==> src/hrhp_pkg.sv <==
`timescale 1ns / 1ps

package hrhp_pkg;

  // Width of the internal Content-Length accumulator (16 to 64)
  localparam int LENGTH_BITS = 32;
  localparam int ACC_EXT_W   = LENGTH_BITS + 4;

  localparam int CODE_W      = 16;
  localparam int OUT_LEN_W   = 32;
  localparam int SIG_LEN     = 9;
  localparam int LABEL_LEN   = 16;

  localparam logic [7:0] CH_CR   = 8'h0D;
  localparam logic [7:0] CH_LF   = 8'h0A;
  localparam logic [7:0] CH_ZERO = 8'h30;
  localparam logic [7:0] CH_NINE = 8'h39;

  localparam logic [CODE_W-1:0] CODE_CONTINUE  = 16'd100;
  localparam logic [CODE_W-1:0] CODE_OK        = 16'd200;
  localparam logic [CODE_W-1:0] CODE_FOUND     = 16'd302;
  localparam logic [CODE_W-1:0] CODE_NOT_FOUND = 16'd404;

  typedef enum logic [1:0] {
    PH_SIG,
    PH_CODE,
    PH_STRIP,
    PH_FIELDS
  } phase_t;

  typedef enum logic [1:0] {
    LE_NONE,
    LE_CR,
    LE_CRLF,
    LE_CRLFCR
  } line_end_t;

  typedef enum logic [2:0] {
    ST_CONTINUE      = 3'd0,
    ST_OK            = 3'd1,
    ST_FOUND         = 3'd2,
    ST_NOT_FOUND     = 3'd3,
    ST_UNHANDLED     = 3'd4,
    ST_UNKNOWN_PROTO = 3'd5,
    ST_MALFORMED     = 3'd6
  } status_t;

  // One result from the parse core toward the output register
  typedef struct packed {
    logic                 emit;
    status_t              status;
    logic [CODE_W-1:0]    code;
    logic [OUT_LEN_W-1:0] length;
    logic                 seen;
  } res_t;

  function automatic logic [7:0] sig_char(input logic [3:0] idx);
    logic [7:0] c;
    case (idx)
      4'd0:    c = "H";
      4'd1:    c = "T";
      4'd2:    c = "T";
      4'd3:    c = "P";
      4'd4:    c = "/";
      4'd5:    c = "1";
      4'd6:    c = ".";
      4'd7:    c = "1";
      4'd8:    c = " ";
      default: c = 8'h00;
    endcase
    return c;
  endfunction

  function automatic logic [7:0] label_char(input logic [3:0] idx);
    logic [7:0] c;
    case (idx)
      4'd0:    c = "C";
      4'd1:    c = "o";
      4'd2:    c = "n";
      4'd3:    c = "t";
      4'd4:    c = "e";
      4'd5:    c = "n";
      4'd6:    c = "t";
      4'd7:    c = "-";
      4'd8:    c = "L";
      4'd9:    c = "e";
      4'd10:   c = "n";
      4'd11:   c = "g";
      4'd12:   c = "t";
      4'd13:   c = "h";
      4'd14:   c = ":";
      4'd15:   c = " ";
      default: c = 8'h00;
    endcase
    return c;
  endfunction

endpackage

==> src/http_response_head_parser_top.sv <==
`timescale 1ns / 1ps
// HTTP response head parser.
// Input channel: one byte of the response stream per item on in_rx_byte,
// taken when in_valid is high and in_stall is low.
// Result channel: one item per finished response head (out_status,
// out_response_code, out_content_length, out_length_seen), taken when
// out_valid is high and out_stall is low.
// Path: a taken byte is held in the input register; the parse logic
// then updates the state and, when that byte ends a head, ends a 404 or
// unhandled code, or breaks the signature, loads the result register,
// which drives out_valid.
// Throughput: one byte per cycle unless the result register is full and
// stalled, set by the single state update between the two registers.
// Stall: while the result register is full and stalled, the held byte
// waits whether or not it gives a result, and in_stall is high while a
// byte is held; once the result is taken the flow resumes.
// Reset: synchronous, rst_n low clears both registers' valid bits and
// returns the parser to signature matching. No clearing pass.
module http_response_head_parser_top
  import hrhp_pkg::*;
(
  input  logic                 clk,
  input  logic                 rst_n,
  input  logic                 in_valid,
  output logic                 in_stall,
  input  logic [7:0]           in_rx_byte,
  output logic                 out_valid,
  input  logic                 out_stall,
  output logic [2:0]           out_status,
  output logic [CODE_W-1:0]    out_response_code,
  output logic [OUT_LEN_W-1:0] out_content_length,
  output logic                 out_length_seen
);

  logic       go;
  logic       byte_valid;
  logic [7:0] byte_data;
  logic       step;
  res_t       res;

  // a held byte is parsed only when its result has a place to go
  assign step = byte_valid & go;

  hrhp_in_stage u_in (
    .clk        (clk),
    .rst_n      (rst_n),
    .in_valid   (in_valid),
    .in_stall   (in_stall),
    .in_rx_byte (in_rx_byte),
    .go         (go),
    .byte_valid (byte_valid),
    .byte_data  (byte_data)
  );

  hrhp_core u_core (
    .clk     (clk),
    .rst_n   (rst_n),
    .step    (step),
    .rx_byte (byte_data),
    .res     (res)
  );

  hrhp_out_stage u_out (
    .clk                (clk),
    .rst_n              (rst_n),
    .step               (step),
    .res                (res),
    .go                 (go),
    .out_valid          (out_valid),
    .out_stall          (out_stall),
    .out_status         (out_status),
    .out_response_code  (out_response_code),
    .out_content_length (out_content_length),
    .out_length_seen    (out_length_seen)
  );

endmodule

==> src/hrhp_in_stage.sv <==
`timescale 1ns / 1ps

module hrhp_in_stage
  import hrhp_pkg::*;
(
  input  logic       clk,
  input  logic       rst_n,
  input  logic       in_valid,
  output logic       in_stall,
  input  logic [7:0] in_rx_byte,
  input  logic       go,
  output logic       byte_valid,
  output logic [7:0] byte_data
);

  logic       valid_r;
  logic       valid_nxt;
  logic [7:0] byte_r;

  // held item drains when the result side has room
  assign in_stall  = valid_r & ~go;
  assign valid_nxt = in_stall ? valid_r : in_valid;

  always_ff @(posedge clk) begin
    if (!rst_n) begin
      valid_r <= 1'b0;
    end else begin
      valid_r <= valid_nxt;
    end
  end

  always_ff @(posedge clk) begin
    if (in_valid && !in_stall) begin
      byte_r <= in_rx_byte;
    end
  end

  assign byte_valid = valid_r;
  assign byte_data  = byte_r;

endmodule

==> src/hrhp_core.sv <==
`timescale 1ns / 1ps

module hrhp_core
  import hrhp_pkg::*;
(
  input  logic       clk,
  input  logic       rst_n,
  input  logic       step,
  input  logic [7:0] rx_byte,
  output res_t       res
);

  phase_t                 phase_r,    phase_nxt;
  logic [3:0]             sig_idx_r,  sig_idx_nxt;
  logic [CODE_W-1:0]      code_r,     code_nxt;
  line_end_t              le_r,       le_nxt;
  logic [4:0]             lbl_idx_r,  lbl_idx_nxt;
  logic [LENGTH_BITS-1:0] len_r,      len_nxt;
  logic                   found_r,    found_nxt;
  logic                   done_r,     done_nxt;
  logic                   bad_r,      bad_nxt;

  logic                          is_digit;
  logic [3:0]                    dval;
  logic [CODE_W-1:0]             code_step;
  logic [ACC_EXT_W-1:0]          len_ext;
  logic                          len_ovf;
  logic                          hdr_end;
  line_end_t                     le_upd;
  logic [4:0]                    lbl_inc;
  logic [LENGTH_BITS+OUT_LEN_W-1:0] len_wide;

  assign is_digit  = (rx_byte >= CH_ZERO) && (rx_byte <= CH_NINE);
  assign dval      = 4'(rx_byte - CH_ZERO);
  assign code_step = (code_r << 3) + (code_r << 1) + CODE_W'(dval);
  assign len_ext   = ({4'b0, len_r} << 3) + ({4'b0, len_r} << 1) + ACC_EXT_W'(dval);
  assign len_ovf   = |len_ext[ACC_EXT_W-1:LENGTH_BITS];
  assign lbl_inc   = lbl_idx_r + 5'd1;

  // CR LF CR LF tracker
  always_comb begin
    hdr_end = 1'b0;
    le_upd  = LE_NONE;
    if (rx_byte == CH_CR) begin
      le_upd = (le_r == LE_CRLF) ? LE_CRLFCR : LE_CR;
    end else if (rx_byte == CH_LF) begin
      if (le_r == LE_CR) begin
        le_upd = LE_CRLF;
      end else if (le_r == LE_CRLFCR) begin
        le_upd  = le_r;
        hdr_end = 1'b1;
      end
    end
  end

  always_comb begin
    phase_nxt   = phase_r;
    sig_idx_nxt = sig_idx_r;
    code_nxt    = code_r;
    le_nxt      = le_r;
    lbl_idx_nxt = lbl_idx_r;
    len_nxt     = len_r;
    found_nxt   = found_r;
    done_nxt    = done_r;
    bad_nxt     = bad_r;
    len_wide    = '0;

    res.emit   = 1'b0;
    res.status = ST_CONTINUE;
    res.code   = code_r;
    res.length = '0;
    res.seen   = 1'b0;

    if (step) begin
      case (phase_r)
        PH_CODE: begin
          if (is_digit) begin
            code_nxt = code_step;
          end else if (code_r == CODE_CONTINUE) begin
            phase_nxt = PH_STRIP;
          end else if (code_r == CODE_OK || code_r == CODE_FOUND) begin
            phase_nxt = PH_FIELDS;
          end else if (code_r == CODE_NOT_FOUND) begin
            res.emit   = 1'b1;
            res.status = ST_NOT_FOUND;
          end else begin
            res.emit   = 1'b1;
            res.status = ST_UNHANDLED;
          end
        end

        PH_STRIP: begin
          le_nxt = le_upd;
          if (hdr_end) begin
            res.emit   = 1'b1;
            res.status = ST_CONTINUE;
          end
        end

        PH_FIELDS: begin
          // label search, then value capture up to CR
          if (!found_r) begin
            if (rx_byte == label_char(lbl_idx_r[3:0])) begin
              lbl_idx_nxt = lbl_inc;
            end else begin
              lbl_idx_nxt = (rx_byte == label_char(4'd0)) ? 5'd1 : 5'd0;
            end
            if (lbl_idx_nxt == 5'(LABEL_LEN)) begin
              found_nxt = 1'b1;
            end
          end else if (!done_r) begin
            if (rx_byte == CH_CR) begin
              done_nxt = 1'b1;
            end else if (is_digit) begin
              if (!bad_r) begin
                if (len_ovf) begin
                  bad_nxt = 1'b1;
                end else begin
                  len_nxt = len_ext[LENGTH_BITS-1:0];
                end
              end
            end else begin
              bad_nxt = 1'b1;
            end
          end

          le_nxt = le_upd;
          if (hdr_end) begin
            res.emit = 1'b1;
            res.seen = found_nxt;
            if (bad_nxt) begin
              res.status = ST_MALFORMED;
            end else begin
              res.status = (code_r == CODE_OK) ? ST_OK : ST_FOUND;
              if (found_nxt) begin
                len_wide   = {{OUT_LEN_W{1'b0}}, len_nxt};
                res.length = len_wide[OUT_LEN_W-1:0];
              end
            end
          end
        end

        default: begin
          if (sig_idx_r >= 4'(SIG_LEN) || rx_byte != sig_char(sig_idx_r)) begin
            res.emit   = 1'b1;
            res.status = ST_UNKNOWN_PROTO;
            res.code   = '0;
          end else begin
            sig_idx_nxt = sig_idx_r + 4'd1;
            if (sig_idx_nxt == 4'(SIG_LEN)) begin
              phase_nxt = PH_CODE;
              code_nxt  = '0;
            end
          end
        end
      endcase

      // every result returns the parser to idle
      if (res.emit) begin
        phase_nxt   = PH_SIG;
        sig_idx_nxt = '0;
        code_nxt    = '0;
        le_nxt      = LE_NONE;
        lbl_idx_nxt = '0;
        len_nxt     = '0;
        found_nxt   = 1'b0;
        done_nxt    = 1'b0;
        bad_nxt     = 1'b0;
      end
    end
  end

  always_ff @(posedge clk) begin
    if (!rst_n) begin
      phase_r   <= PH_SIG;
      sig_idx_r <= '0;
      code_r    <= '0;
      le_r      <= LE_NONE;
      lbl_idx_r <= '0;
      len_r     <= '0;
      found_r   <= 1'b0;
      done_r    <= 1'b0;
      bad_r     <= 1'b0;
    end else begin
      phase_r   <= phase_nxt;
      sig_idx_r <= sig_idx_nxt;
      code_r    <= code_nxt;
      le_r      <= le_nxt;
      lbl_idx_r <= lbl_idx_nxt;
      len_r     <= len_nxt;
      found_r   <= found_nxt;
      done_r    <= done_nxt;
      bad_r     <= bad_nxt;
    end
  end

  // while matching the signature nothing else has been collected
  a_sig_clean: assert property (@(posedge clk) disable iff (!rst_n)
    phase_r == PH_SIG |-> (code_r == '0 && len_r == '0 && lbl_idx_r == '0))
    else $error("state not cleared while matching signature");

  // value flags only move once the label is found
  a_flags_after_label: assert property (@(posedge clk) disable iff (!rst_n)
    (done_r || bad_r || len_r != '0) |-> found_r)
    else $error("value flags set before label found");

  a_sig_idx_range: assert property (@(posedge clk) disable iff (!rst_n)
    sig_idx_r <= 4'(SIG_LEN))
    else $error("signature index out of range");

  a_label_idx_range: assert property (@(posedge clk) disable iff (!rst_n)
    lbl_idx_r <= 5'(LABEL_LEN) && (phase_r == PH_FIELDS || lbl_idx_r == '0))
    else $error("label index out of range");

  a_unknown_zero: assert property (@(posedge clk) disable iff (!rst_n)
    (res.emit && res.status == ST_UNKNOWN_PROTO) |-> (res.code == '0 && !res.seen))
    else $error("unknown protocol result carries a code");

endmodule

==> src/hrhp_out_stage.sv <==
`timescale 1ns / 1ps

module hrhp_out_stage
  import hrhp_pkg::*;
(
  input  logic                 clk,
  input  logic                 rst_n,
  input  logic                 step,
  input  res_t                 res,
  output logic                 go,
  output logic                 out_valid,
  input  logic                 out_stall,
  output logic [2:0]           out_status,
  output logic [CODE_W-1:0]    out_response_code,
  output logic [OUT_LEN_W-1:0] out_content_length,
  output logic                 out_length_seen
);

  logic                 valid_r;
  logic                 valid_nxt;
  logic                 load;
  status_t              status_r;
  logic [CODE_W-1:0]    code_r;
  logic [OUT_LEN_W-1:0] length_r;
  logic                 seen_r;

  // register is free when empty or being taken this cycle
  assign go        = ~valid_r | ~out_stall;
  assign load      = step & res.emit;
  assign valid_nxt = go ? load : valid_r;

  always_ff @(posedge clk) begin
    if (!rst_n) begin
      valid_r <= 1'b0;
    end else begin
      valid_r <= valid_nxt;
    end
  end

  always_ff @(posedge clk) begin
    if (load) begin
      status_r <= res.status;
      code_r   <= res.code;
      length_r <= res.length;
      seen_r   <= res.seen;
    end
  end

  assign out_valid          = valid_r;
  assign out_status         = 3'(status_r);
  assign out_response_code  = code_r;
  assign out_content_length = length_r;
  assign out_length_seen    = seen_r;

endmodule
==> config.mk <==
export PLATFORM = sky130hd
export DESIGN_NAME = http_response_head_parser_top
export DESIGN_NICKNAME = d
export VERILOG_FILES = /design/src/hrhp_pkg.sv /design/src/http_response_head_parser_top.sv /design/src/hrhp_in_stage.sv /design/src/hrhp_core.sv /design/src/hrhp_out_stage.sv
export SDC_FILE = /design/constraint.sdc
export NUM_CORES = 1
export LEC_CHECK = 0
export BUFFER_PORTS_ARGS = -buffer_cell sky130_fd_sc_hd__buf_2
export CAP_MARGIN = 25
export CORE_AREA = 2 2 171 173
export DETAILED_ROUTE_END_ITERATION = 16
export DIE_AREA = 0 0 173 175
export PLACE_DENSITY = 0.59
export SETUP_SLACK_MARGIN = 0.3
export SLEW_MARGIN = 20
export SYNTH_ARGS = -nofsm -noshare
export SYNTH_HDL_FRONTEND = slang
export SYNTH_SLANG_ARGS = --single-unit
==> constraint.sdc <==
create_clock -name clk -period 7.05 [get_ports clk]
set_input_delay 0.3525 -clock clk [delete_from_list [all_inputs] [get_ports clk]]
set_output_delay 0.3525 -clock clk [all_outputs]
set_load 0.02 [all_outputs]
==> impl_metrics.tcl, run 1 <==
set metrics [dict create \
    fillers 2925 \
    start_util_pct 32.6 \
    core_um2 28400 \
    io_buffers 65 \
    drt_wl_total_mm 21.3 \
    area_growth_pct 14.2 \
    min_path_type "input pin to flop" \
    r2r_cells 15 \
    startpoint_type "flop" \
    seq_area_frac_synth_pct 36.8 \
    ys.flop_type "dfxtp_1" \
    synth_edf_count 60 \
    htree_num_levels 4 \
    synth_warnings 0 \
    peakVddDrop_uv 120 \
    path_class "flop to flop" \
    worstMarginPinSlew_ns 0.840 \
    p_sw_share_pct 25.0 \
    ant_nets 0 \
    synth.distinct_cells 78 \
    antenna_found_initial 0 \
    grt_setup_unrepaired "false" \
    syn_nets 1095 \
    post_cts_buffers 0 \
    combinationalPowerShare_pct 4.2 \
    power_density_nw_per_um2 176 \
    crit_arrival_ns 5.00 \
    grt-ovfl-total 0 \
    synth_area_leaders "edfxtp_1 19%, dfxtp_1 17%, ha_1 14%" \
    syn_area_um2 9260 \
    die_h_um 175 \
    seqPwrFrac_pct 47.0 \
    avgViaCountPerCell 5.03 \
    p_leak_nw 4.54 \
    vias 7187 \
    synthCells 978 \
    clockBufferDepth 2 \
    setup_viol 0 \
    drt_iter0_drc 467 \
    synth_common_cells "101 x ha_1, 101 x nand2_1, 80 x dfxtp_1" \
    synth_seq_cells 140 \
    grt_pass1_wl_mm 36.4 \
    numCtsBuffers 17 \
    avgSynthCellArea_um2 9.47 \
    multi_input_area_um2 5550 \
    tns_ns 0 \
    route.detailed.drc 0 \
    ctsResizeCount 0 \
    timing.final.crit_period_ns 4.82 \
    timing.rr.start "u_in.byte_data[3]$_DFFE_PP_" \
    die_area_um2 30300 \
    grt.total_usage_pct 14.6 \
    hold_path_depth 1 \
    p_total_mw 1.86 \
    dr.pass1.iters 5 \
    gp_congestion 0.854 \
    clkPwrFrac_pct 48.8 \
    path_clk_slew_ns 0.07 \
    cts_root_buf "clkbuf_16" \
    maxCapViolCount 0 \
    cts_sinks 140 \
    dp_hpwl_mm 15.9 \
    antenna_cells 0 \
    cp-end-kind "flop" \
    die_x_um 173 \
    run_status "finished clean" \
    fmax_ghz 0.207 \
    p_int_mw 1.39 \
    slew_headroom_pct 43.9 \
    holdBufCountCts 0 \
    reg2reg_slack_ns 2.23 \
    grt_pass1_vias 7202 \
    yosysTopAreaCell "edfxtp_1" \
    power_switching_mw 0.464 \
    finClkSkew_ns 0.0133 \
    regArea_um2 3400 \
    clock_latency_ns 0.43 \
    startpoint "u_in.byte_data[3]$_DFFE_PP_" \
    fin_crit_sh_pct 68.4 \
    wl_per_cell_um 14.9 \
    critPathRequiredTime_ns 7.23 \
    cts_tree "done" \
    hold_violations 0 \
    finalNetCount 1150 \
    synthArstFlopShare_pct 0 \
    finalWorstSetupSlack_ns 2.23 \
    io_pins 66 \
    crit_fanout 27 \
    drive_above_1_share_pct 14.0 \
    preCtsSetupSlack_ns 1.68 \
    slew_viol_final 0 \
    grt_max_degree 39 \
    num_rows 62 \
    min_from "in_rx_byte[4]" \
    synth.top_cell.area_share_pct 19.5 \
]
-- layer usage --
layer / vias to the layer above / track usage (%) / share of wire, %
met5: - / 0 / 0
met4: 0 / 4.34 / 1.5
met3: 24 / 2.92 / 3.7
met2: 116 / 25.0 / 48
met1: 3358 / 18.7 / 47
li1: 3689 / - / -
-- cell usage in the layout (no fill, tap or decap), types with 16 or more instances in the layout --
master     synthesis  final
edfxtp_1          60     60
nor2_1            60     59
and3_1            16     16
a21o_1            22     22
xnor2_1           24     24
clkbuf_16          0     17
o22ai_1           18     18
dfxtp_1           80     80
xor2_1            33     33
buf_2             11     65
inv_1             42     41
o21ai_0           53     53
a21oi_1           42     42
nand2_1          101    100
nor2b_1           37     37
ha_1             101    101
nand3_1           18     18
-- kinds of logic (layout without fill, tap and decap cells) --
family,after synthesis,after routing,synth area share [%]
compound gates,246,246,18.3
xor+xnor,57,57,5.39
fa+ha+maj,105,105,14.5
buf+inv,77,145,3.45
flops,140,140,36.8
mux,30,30,3.77
simple gates,323,323,17.8
-- critical path, stage by stage, from the launching register on --
cell	delay [ns]
edfxtp_1	0.50
inv_1	0.15
fa_1	0.55
inv_1	0.07
fa_1	0.49
a211oi_2	0.25
o21ai_2	0.12
o31ai_4	0.27
o31a_1	0.22
o21ai_1	0.17
a311o_1	0.37
nor4b_2	0.44
nand2_2	0.30
buf_12	0.26
and2_1	0.17
o21ba_2	0.20
-- final timing paths --
path | to
setup / recovery | u_out.out_content_length[19]$_SDFFCE_PP0P_
hold / removal | u_in.byte_data[4]$_DFFE_PP_
setup reg to reg | u_out.out_content_length[19]$_SDFFCE_PP0P_
hold reg to reg | u_core.code_r[15]$_SDFFE_PN0P_
-- registers in the layout, summed over array words and instances (netlist names), 3 cells and up, named ones only --
signal and flops:
u_core.len_r 32, u_out.out_content_length 32, u_core.code_r 16, u_out.out_response_code 16, u_in.byte_data 8, u_core.lbl_idx_r 5, u_core.sig_idx_r 4, u_out.out_status 3
-- power by group through the flow --
stage                     sequential (mW)  combinational, mW  clock [mW]
after floorplan                     0.907             0.0283           0
after global placement              0.892             0.0774           0
after detailed placement            0.891             0.0792           0
after CTS                           0.873             0.0795       0.924
after global routing                0.875             0.0850       0.962
final                               0.873             0.0778       0.908
-- area by class of cell --
cell class                      instances  share of cell area, %
Multi-Input combinational cell        761                   52.5
Tap cell                              384                   4.54
Timing Repair Buffer                   71                   3.74
Sequential cell                       140                   32.2
Clock buffer                           18                   4.15
Inverter                               42                   1.49
Clock inverter                         14                   1.41
-- per-stage QoR --
stage	hold slack, ns	instances	util (%)	area, um^2
2_1_floorplan	0.439	978	-	9260
3_3_place_gp	0.467	1396	35.0	9940
3_5_place_dp	0.476	1397	35.1	9960
4_1_cts	0.0758	1429	37.2	10600
5_1_grt	0.0740	1430	37.2	10600
6_report	0.0879	1430	37.2	10600
No activity file was read; power rests on OpenSTA's default activity.
==> inputs of run 2 (changes only) <==
==> constraint.sdc (replaced) <==
create_clock -name clk -period 4.78 [get_ports clk]
set_input_delay 0.239 -clock clk [delete_from_list [all_inputs] [get_ports clk]]
set_output_delay 0.239 -clock clk [all_outputs]
set_load 0.02 [all_outputs]
==> run 2 against run 1 <==
  * Power up 50%
  * Register-to-register slack lost 1.7 ns
  * Clock skew hardly changed
  * First-iteration DRC count is 13% lower
  * Die area unchanged
  * Hold slack lost 0.065 ns
  * Sequential share of layout area is 0.65 points lower
  * Highest routed layer unchanged
==> impl_metrics.tcl, run 2 (synthesis gave the netlist of run 1 again) <==
set metrics [dict create \
    dp.cells 1405 \
    ant_nets 0 \
    start_util_pct 32.6 \
    io_pins 66 \
    multi_input_area_um2 5590 \
    preCtsSetupSlack_ns 0.404 \
    crit_fanout 12 \
    finClkSkew_ns 0.0130 \
    timing.final.crit_period_ns 4.22 \
    reg2reg_slack_ns 0.56 \
    numCtsBuffers 17 \
    fillers 2849 \
    reg2reg_to "u_out.out_content_length[14]$_SDFFCE_PP0P_" \
    grt_pass1_vias 7177 \
    fin_crit_sh_pct 88.2 \
    path_clk_slew_ns 0.07 \
    die_h_um 175 \
    avgViaCountPerCell 5.03 \
    regArea_um2 3400 \
    drive_above_1_share_pct 15.5 \
    peakVddDrop_uv 167 \
    path_class "flop to flop" \
    power_density_nw_per_um2 259 \
    cts_sinks 140 \
    dr.pass1.iters 4 \
    min_from "in_rx_byte[2]" \
    tns_ns 0 \
    area_growth_pct 16.5 \
    finalNetCount 1169 \
    maxCapViolCount 0 \
    most-common-layout-cells "101 x ha_1, 100 x nand2_1, 80 x dfxtp_1, 65 x buf_2, 60 x edfxtp_1" \
    min_path_type "input pin to flop" \
    wl_per_cell_um 15.1 \
    r2r_cells 16 \
    grt-ovfl-total 0 \
    slew_viol_final 0 \
    drt_wl_total_mm 21.9 \
    die_area_um2 30300 \
    fmax_ghz 0.237 \
    hold_violations 0 \
    clock_latency_ns 0.43 \
    hold_path_depth 1 \
    grt_setup_unrepaired "false" \
    run_status "finished clean" \
    gp_congestion 0.828 \
    core_um2 28400 \
    grt_pass1_wl_mm 36.3 \
    final_cells 1449 \
    critPathRequiredTime_ns 5.06 \
    startpoint_type "flop" \
    die_x_um 173 \
    antenna_cells 0 \
    drt_iter0_drc 405 \
    crit_arrival_ns 4.50 \
    num_rows 62 \
    grt_max_degree 35 \
    min_to "u_in.byte_data[2]$_DFFE_PP_" \
    cp-end-kind "flop" \
    io_buffers 65 \
    antenna_found_initial 0 \
    setup_viol 0 \
    slew_headroom_pct 42.6 \
    grt.total_usage_pct 14.7 \
    worstMarginPinSlew_ns 0.859 \
    cts_root_buf "clkbuf_16" \
    finalWorstSetupSlack_ns 0.564 \
    htree_num_levels 4 \
    vias 7286 \
    dp_hpwl_mm 16.4 \
    mostFrequentLayoutCell "ha_1" \
    route.detailed.drc 0 \
    clockBufferDepth 2 \
    timing.rr.start "u_in.byte_data[3]$_DFFE_PP_" \
    p_leak_nw 4.65 \
    p_total_mw 2.79 \
    cts_tree "done" \
]
-- run 2: cell count changes in the layout (fill, tap and decap cells not counted), moves of 2 or more --
| cell | before | now |
|---|---|---|
| dlygate4sd3_1 | 0 | 6 |
| o311ai_0 | 3 | 1 |
| buf_4 | 4 | 15 |
| o311ai_1 | 0 | 2 |
| clkinvlp_4 | 2 | 0 |
| clkinv_8 | 0 | 2 |
-- run 2: how the worst max path moves through the flow --
stage                                           start                                    endpoint  slack, ns  depth (start not counted)
final                     u_in.byte_data[3]$_DFFE_PP_  u_out.out_content_length[14]$_SDFFCE_PP0P_       0.56                         16
after global routing      u_in.byte_data[3]$_DFFE_PP_  u_out.out_content_length[14]$_SDFFCE_PP0P_       0.33                         16
after CTS                 u_in.byte_data[2]$_DFFE_PP_               u_core.len_r[17]$_SDFFE_PN0P_       0.38                         15
after detailed placement  u_in.byte_data[2]$_DFFE_PP_               u_core.len_r[17]$_SDFFE_PN0P_       0.40                         15
after global placement    u_in.byte_data[2]$_DFFE_PP_  u_out.out_content_length[28]$_SDFFCE_PP0P_       0.51                         14
after floorplan           u_in.byte_data[3]$_DFFE_PP_  u_out.out_content_length[29]$_SDFFCE_PP0P_       0.50                         16
-- run 2: area by class of cell --
type | count | share of cell area (%)
Inverter | 42 | 1.46
Tap cell | 384 | 4.45
Clock inverter | 14 | 1.54
Sequential cell | 140 | 31.5
Timing Repair Buffer | 89 | 5.04
Multi-Input combinational cell | 762 | 51.8
Clock buffer | 18 | 4.17
-- run 2: timing repair --
item	in CTS	in global routing
hold buffers	6	0
buffers inserted	0	5
hold endpoints to repair	6	0
gates resized for setup	0	12
endpoints found under the setup margin	0	66
-- run 2: critical path: stages, from the launching register on --
cell	delay, ns
edfxtp_1	0.34
inv_1	0.08
fa_1	0.53
inv_1	0.07
fa_2	0.42
a211oi_2	0.22
o21ai_2	0.12
o31ai_4	0.27
o31a_1	0.20
nor3b_1	0.07
or4_4	0.49
a2111oi_4	0.39
buf_4	0.19
a21oi_2	0.06
buf_4	0.16
nand2b_2	0.29
nor2_1	0.16
-- run 2: routing by layer --
metal  wire [um]  global-route usage [%]  vias to the layer above  part of all wire [%]
li1            -                       -                     3729                     -
met1       10400                    18.8                     3410                    47
met2       10500                    25.6                      125                    48
met3         769                    2.52                       22                   3.5
met4         276                    3.78                        0                   1.3
met5           0                       0                        -                     0
-- run 2: power breakdown --
part	switching [mW]	total [mW]	internal (mW)
logic	0.0843	0.123	0.0390
clock network	0.605	1.38	0.779
registers	0.0146	1.29	1.27
-- run 2: per-stage QoR --
stage / hold WS (ns) / cell area (um^2) / utilization [%]
2_1_floorplan: 0.338 / 9260 / -
3_3_place_gp: 0.420 / 10000 / 35.3
3_5_place_dp: 0.418 / 10000 / 35.3
4_1_cts: 0.00740 / 10700 / 37.7
5_1_grt: 0.00821 / 10800 / 38.0
6_report: 0.0231 / 10800 / 38.0
